$ cat src/rtl/spectrum_band_meter_peak_hold_top_defines.svh
// ---------------------------------------------------------------------------
// Spectrum band meter assertion macros
// Checks fold away when SYNTHESIS is defined.
// ---------------------------------------------------------------------------
`ifndef SPECTRUM_BAND_METER_PEAK_HOLD_TOP_DEFINES_SVH
`define SPECTRUM_BAND_METER_PEAK_HOLD_TOP_DEFINES_SVH
`ifndef SYNTHESIS
`define SBMPH_ASSERT(lbl, prop) \
  lbl: assert property (@(posedge clk) disable iff (!rst_n) prop) \
    else $error("sbmph check failed");
`define SBMPH_ASSERT_NEXT(lbl, pre, post) \
  lbl: assert property (@(posedge clk) disable iff (!rst_n) (pre) |=> (post)) \
    else $error("sbmph check failed");
`else
`define SBMPH_ASSERT(lbl, prop)
`define SBMPH_ASSERT_NEXT(lbl, pre, post)
`endif
`endif

$ cat src/rtl/sbmph_ram.sv
// ---------------------------------------------------------------------------
// Generic RAM
// One write port and one read port with registered read data.
// ---------------------------------------------------------------------------
module sbmph_ram #(
  parameter int W = 8,
  parameter int D = 32
) (
  input  logic                 clk,
  input  logic                 we,
  input  logic [$clog2(D)-1:0] waddr,
  input  logic [W-1:0]         wdata,
  input  logic [$clog2(D)-1:0] raddr,
  output logic [W-1:0]         rdata
);

  logic [W-1:0] mem [D];

  always_ff @(posedge clk) begin
    if (we) begin
      mem[waddr] <= wdata;
    end
    rdata <= mem[raddr];
  end

endmodule

$ cat config.mk
export PLATFORM = sky130hd
export DESIGN_NAME = sbmph_ram
export DESIGN_NICKNAME = d
export VERILOG_FILES = /design/src/rtl/spectrum_band_meter_peak_hold_top_defines.svh /design/src/rtl/sbmph_ram.sv
export SDC_FILE = /design/constraint.sdc
export NUM_CORES = 1
export LEC_CHECK = 0
export ABC_AREA = 1
export BUFFER_PORTS_ARGS = -buffer_cell sky130_fd_sc_hd__buf_4
export CAP_MARGIN = 20
export CORE_ASPECT_RATIO = 0.6
export CORE_UTILIZATION = 65
export DETAILED_ROUTE_END_ITERATION = 10
export PLACE_DENSITY = 0.88
export SYNTH_ARGS = -nofsm -noshare
export SYNTH_HDL_FRONTEND = slang
export SYNTH_SLANG_ARGS = --single-unit
$ cat constraint.sdc
create_clock -name clk -period 2.5 [get_ports clk]
set_input_delay 0.5 -clock clk [delete_from_list [all_inputs] [get_ports clk]]
set_output_delay 0.5 -clock clk [all_outputs]
set_load 0.02 [all_outputs]
* Word level (Yosys, flattened, before mapping) *
Memories as Yosys holds them, arrays and structs flattened. A register that Yosys moved wholly into a read port is not among the register bits.
Index checks and enable logic that the tools add are counted.

storage, ports and cells
  memory bits (read-only) = 0
  latch bits = 0
  output and inout bits = 8
  logic and storage cells = 3
  register bits = 0
  RAM bits = 256
  input port bits = 20
  memories = 1

operators by class
  shift-type cells = 0
  divide/modulo/power cells = 0
  order comparisons = 0
  $mul = 0
  add/subtract/negate cells = 0
  multiplexer cells = 2
  bitwise logic cells = 0
  equal/unequal tests = 0
  reduce and logical (&&, ||, !) cells = 0

memories
  name  depth  width  read ports  clocked after Yosys merged registers in  write ports  line             source
  mem   32     8      1           1                                        1            sbmph_ram.sv:17  logic [W-1:0] mem [D];

operator list
  operator  count
  $mux W1   2

* Longest topological paths before layout *
Gate-level depths: netlist of run 1.

  depth in word-level cells = 2
  depth in mapped cells = 11
  depth with buffers taken out = 9

* Worst setup path before layout of run 1 *
Ideal clock, no wire load.

  path type = input to register
  from = input waddr[0]
  to = memory mem[0][0] (enable)
  required time = 2.130 ns
  buffers on the path = 0
  data arrival time = 1.164 ns
  path slack = 0.966 ns
  stages on the path = 3
  setup time = 0.370 ns
  path through = inv_1 -> nand3_1 -> nor2_1

RTL lines
  item                line             source
  start: declaration  sbmph_ram.sv:11  input logic [$clog2(D)-1:0] waddr,
  end: declaration    sbmph_ram.sv:17

Straight into the memory's write port.

* Worst setup path in the final report of run 1 *
  from = input waddr[0]
  to = memory mem[18][0] (enable)

Straight into the memory's write port.

==> results of run 1 <==
flip-flops by register name, indices dropped and copies added, names as in the netlist:
register and count:
mem 256, rdata 8
cell usage in the layout, fill, tap and decap left out:
master / n
clkbuf_1: 1
buf_4: 52
clkbuf_16: 23
nand2_1: 360
buf_12: 4
clkinv_2: 8
dfxtp_1: 8
edfxtp_1: 256
inv_1: 8
bufinv_16: 2
nor2_1: 32
nand3_1: 204
inv_2: 1
clkbuf_8: 4
clkinv_1: 4
kinds of logic after synthesis:
logic type,after synthesis,share of synthesized area (%)
AND/OR/NAND/NOR,596,23.1
flip-flops,264,72.8
buffers and inverters,62,4.14
report_power, final:
part	internal, uW	switching, uW
Sequential	4920	19.5
Combinational	170	443
Clock	2000	1520
worst paths after layout:
kind                              endpoint  slack, ns  cells past startpoint        from
worst max-delay path            mem[18][0]       0.85                      4    waddr[0]
worst min-delay path              rdata[7]       0.28                      3    raddr[4]
worst max register to register    rdata[4]       1.29                      8  mem[29][4]
worst min register to register    rdata[5]       0.79                      8  mem[12][5]
cell type report:
cell class                      count  area (um^2)
Timing Repair Buffer               56          470
Clock inverter                     13          110
Inverter                           10         38.8
Clock buffer                       28          634
Tap cell                          209          262
Multi-Input combinational cell    596         2490
Sequential cell                   264         7850
Fill cell                        1061         4360
worst max-delay path, cell delays in order:
cell and delay (ns):
buf_4 0.12, inv_1 0.06, nand3_1 0.38, nor2_1 0.72
layer usage:
layer,vias up,GRT usage [%]
li1,3248,-
met1,3474,44.7
met2,458,46.9
met3,63,5.67
met4,0,10.0
met5,-,0
stage by stage:
step                      instance area (um^2)  util (%)  worst slack, ns
final                                    11900      73.1            0.854
after CTS                                11900      73.1            0.910
after global placement                   11100      68.5            0.402
after global routing                     11900      73.1            0.749
after detailed placement                 11100      68.5            0.287
after floorplan                          10800         -            0.966
==> results.md, run 1 <==
* Outcome: completed
* Final ANT Viol Nets at 0
* Layout cell share with drive strength beyond 1 at 9.72%
* Routed vias/inst at 6.16
* Syn Nets at 942
* Clock Sinks at 264
* Post-CTS Setup Bufs at 0
* Core ar. at 16,200 um^2
* CTS Buf Count at 23
* Number of antenna violations at the first check in global routing at 0
* Crit end category: register
* Detailed Route Iter0 Violations at 1,039
* Largest net degree at the start of global routing at 129
* Fin. max-slew vios at 0
* Yosys Warn Count at 0
* Mapped Area at 10,800 um^2
* Resized Gates After CTS at 0
* First-pass GRT wire length at 38,500 um
* Worst VDD drop at 0.616 mV
* Min-Delay Path Class: input port to register
* CTS root buf: clkbuf_16
* Critical path arrival at 1.79 ns
* Synth-to-Final Area Change at 9.91%
* Die X at 168 um
* Setup violators final at 0
* Fmax at 608 MHz
* Final period util at 65.8%
* Met3 wire length at 2810 um
* Unrepaired setup endpoints after global routing: no
* Top cells by count, synth: nand2_1, edfxtp_1, nand3_1, nor2_1, buf_6
* Placed Cells at 1,135
* Non-filler cells, final at 1,176
* Avg WL per Cell at 21.3 um
* DR WL met2 at 11,200 um
* First-pass DRT Iterations at 6
* Total number of vias at 7,243
* Residual DRC at 0
* Pwr dens at 765 nW/um^2
* Row count at 36
* Design Power at 9070 uW
* Crit Path Max Fanout at 8
* Clock slew at reported path FFs at 0.06 ns
* H-tree Lvls at 1
* Distinct cells, synth at 12
* Leading area contributor after synthesis: edfxtp_1
* Vias in the first global route at 6,855
* Synthesized area per cell at 11.7 um^2
* Critical path class: input port to register
* CTS tree: built
* Worst-margin pin slew at 0.800 ns
* DRT met1 WL at 10,300 um
* Main synth FF type: edfxtp_1
* Clk buf depth at 3
* Max Cap Viol at 0
* Die area at 17,100 um^2
* Most frequent cell after synthesis: nand2_1
* Synth top area share at 71.3%
* Detailed-route wire length at 25,000 um
* GRT Util Overall at 30.5%
* Die height at 102 um
* Synthesized instance count at 922
* Skew-Pair Late Insertion Delay at 0.52 ns
* Congestion Overflow GR at 0
* Hold slack at 0.282 ns
* Max-slew headroom at 46.5%
* Critical Path Start Type: input port
* Leak at 0.00445 uW
* Sequential area share after synthesis at 72.8%
* Layout Skew at 0.0127 ns
* Detail Placement HPWL at 14,200 um
* Total I/O pin count at 28
* Top post-synthesis cells by area: edfxtp_1, nand2_1, nand3_1
* Tmin final at 1.65 ns
* Fin. Hold Viols at 0
* Total negative slack at 0 ns
* Final net count at 971
* Input/output buffers at 27
* Initial core utilization at 66.5%
* CP required at 2.64 ns
* Yosys reg bits at 264
* Hold buffers post-CTS at 0
* # diodes at 0
* Placer Congestion at 0.886
* EDFF count, synth at 256
* Top Layer Used: met4
* Asr flop ratio synth at 0%
Note: power is estimated with default switching activity, not from simulation.
==> run 2: changes to the inputs <==
CORE_UTILIZATION = 62   (was 65)
PLACE_DENSITY = 0.85   (was 0.88)
clock period = 1.6 ns   (was 2.5 ns; I/O delays follow)
==> run 2 against run 1 <==
Compared with the run above:
- setup slack got worse by 0.66 ns
- clock skew rose by 0.0076 ns
- register-to-register slack got worse by 0.87 ns
- sequential power rose by 56%
- first-iteration DRC count fell by 11%
- count of clock-buffer cells in the layout rose by 4
- die area rose by 4.8%
- power rose by 59%
- utilization rose by 0.45 points
- combinational power rose by 66%
- sequential share of layout area fell by 2.0 points
- sequential cell count did not move
- largest cell class unchanged
==> results.md, run 2 (synthesized netlist as in run 1, its figures left out) <==
* RR Endpoint: rdata[2]
* Max-slew headroom at 57.2%
* Initial core utilization at 64.9%
* CTS tree: built
* Worst-margin pin slew at 0.641 ns
* Hold buffers post-CTS at 0
* Hold path depth at 3
* Die height at 104 um
* Post-CTS Setup Bufs at 0
* Die area at 17,900 um^2
* Post-Place Cell Area at 11,500 um^2
* Detailed-route wire length at 25,100 um
* Row count at 36
* Fin. Hold Viols at 0
* Residual DRC at 0
* Largest registers: mem x256, rdata x8
* Critical path arrival at 1.09 ns
* Worst VDD drop at 0.754 mV
* Reg2reg setup slack at 0.42 ns
* DR WL met2 at 11,400 um
* Resized Gates After CTS at 0
* Fin. max-slew vios at 0
* Hold Startpoint: raddr[4]
* CTS root buf: clkbuf_16
* CTS Buf Count at 23
* Tmin final at 1.41 ns
* Finished Cell Area at 12,200 um^2
* Synth-to-Final Area Change at 13.4%
* Worst path top cell family by delay: flip-flops
* Most flop-heavy register: mem
* Clk buf depth at 3
* Reg-to-reg critical path startpoint: mem[31][2]
* DRT met1 WL at 10,200 um
* Detail Placement HPWL at 15,500 um
* Fill count at 1,069
* Final ANT Viol Nets at 0
* CP required at 1.28 ns
* Detailed Route Iter0 Violations at 922
* Met3 wire length at 2990 um
* Congestion Overflow GR at 0
* Input/output buffers at 27
* Skew-Pair Late Insertion Delay at 0.53 ns
* Max Cap Viol at 0
* Layout cell share with drive strength beyond 1 at 12.3%
* Critical Path Start Type: register
* Total number of vias at 7,288
* Commonest non-fill, non-tap cell in the layout: nand2_1
* R2r worst-path depth at 8
* Number of antenna violations at the first check in global routing at 0
* Vias in the first global route at 6,869
* Layout Skew at 0.0203 ns
* Min-Delay Path Class: input port to register
* GRT Util Overall at 29.4%
* Crit path cell chain: buf_4
* Avg WL per Cell at 20.5 um
* Slowest cell on crit path: dfxtp_1
* Largest net degree at the start of global routing at 52
* Hold EP: rdata[6]
* Critical path class: register to primary output
* Core ar. at 16,600 um^2
* Crit Path Max Fanout at 1
* Worst path max stage delay at 0.39 ns
* Die X at 172 um
* Fmax at 710 MHz
* Final period util at 88.0%
* H-tree Lvls at 1
* Clock slew at reported path FFs at 0.06 ns
* Total I/O pin count at 28
* Buf+Inv Stages, Crit Path at 1
* Commonest non-fill, non-tap cells in the layout: nand2_1, edfxtp_1, nand3_1, buf_4, nor2_1
* Design Power at 14,400 uW
* Max reg flops at 256
* First-pass GRT wire length at 39,100 um
* First-pass DRT Iterations at 6
* Total negative slack at 0 ns
* Top Layer Used: met4
* Clock Sinks at 264
* Outcome: completed
* Final net count at 1,005
* Unrepaired setup endpoints after global routing: no
* # diodes at 0
* Pwr dens at 1180 nW/um^2
* Post-route core utilization at 73.6%
* Leak at 0.00464 uW
* Crit end category: primary output
* Setup violators final at 0
* Placer Congestion at 0.842
* Routed vias/inst at 5.93
==> run 2: cell count changes in the layout (fill, tap and decap cells not counted) <==
cell       previous run  this run
buf_4                52        79
bufinv_16             2         3
inv_6                 0         1
clkinv_1              4         3
buf_12                4        11
clkbuf_8              4         2
clkbuf_1              1         7
clkinv_2              8         3
==> run 2: how the worst max path moves through the flow <==
| stage | endpoint | start | slack, ns | cells after the start |
|---|---|---|---|---|
| after floorplan | mem[0][0] | waddr[0] | 0.25 | 3 |
| after global placement | rdata[3] | raddr[0] | 0.02 | 12 |
| after detailed placement | rdata[3] | raddr[0] | -0.03 | 12 |
| after CTS | rdata[4] | rdata[4] | 0.20 | 1 |
| after global routing | rdata[4] | rdata[4] | 0.20 | 1 |
| final | rdata[4] | rdata[4] | 0.19 | 1 |
==> run 2: layout make-up <==
class	instances	area, um^2	share of cell area [%]
clock buffer	32	629	5.15
clock inverter	9	120	0.982
inverter	10	38.8	0.317
multi-input combinational	596	2490	20.4
sequential	264	7850	64.2
tap	228	285	2.33
timing repair buffer	90	813	6.65
==> run 2: metrics by stage <==
stage	hold slack (ns)	std cells	worst slack [ns]
floorplan	0.419	922	0.246
detailed placement	0.615	1188	-0.0283
global route	0.0890	1229	0.201
finish	0.0801	1229	0.192
global placement	0.612	1188	0.0206
CTS	0.0744	1229	0.201
==> run 2: per-layer routing <==
layer | GRT usage, % | vias to the layer above
li1 | - | 3318
met1 | 45.4 | 3427
met2 | 43.9 | 495
met3 | 4.72 | 48
met4 | 7.71 | 0
met5 | 0 | -
==> run 2: power by group <==
| part | switching, uW | leakage (uW) | internal, uW | total, uW |
|---|---|---|---|---|
| clock network | 2420 | 0.000366 | 3230 | 5650 |
| logic | 702 | 0.00190 | 321 | 1020 |
| registers | 33.7 | 0.00237 | 7680 | 7710 |
==> run 2: worst reg2reg max path: cells and delay by family, from the launching register on <==
| kind | cells | cell delay, ns |
|---|---|---|
| flip-flops | 1 | 0.37 |
| AND/OR/NAND/NOR | 8 | 0.71 |
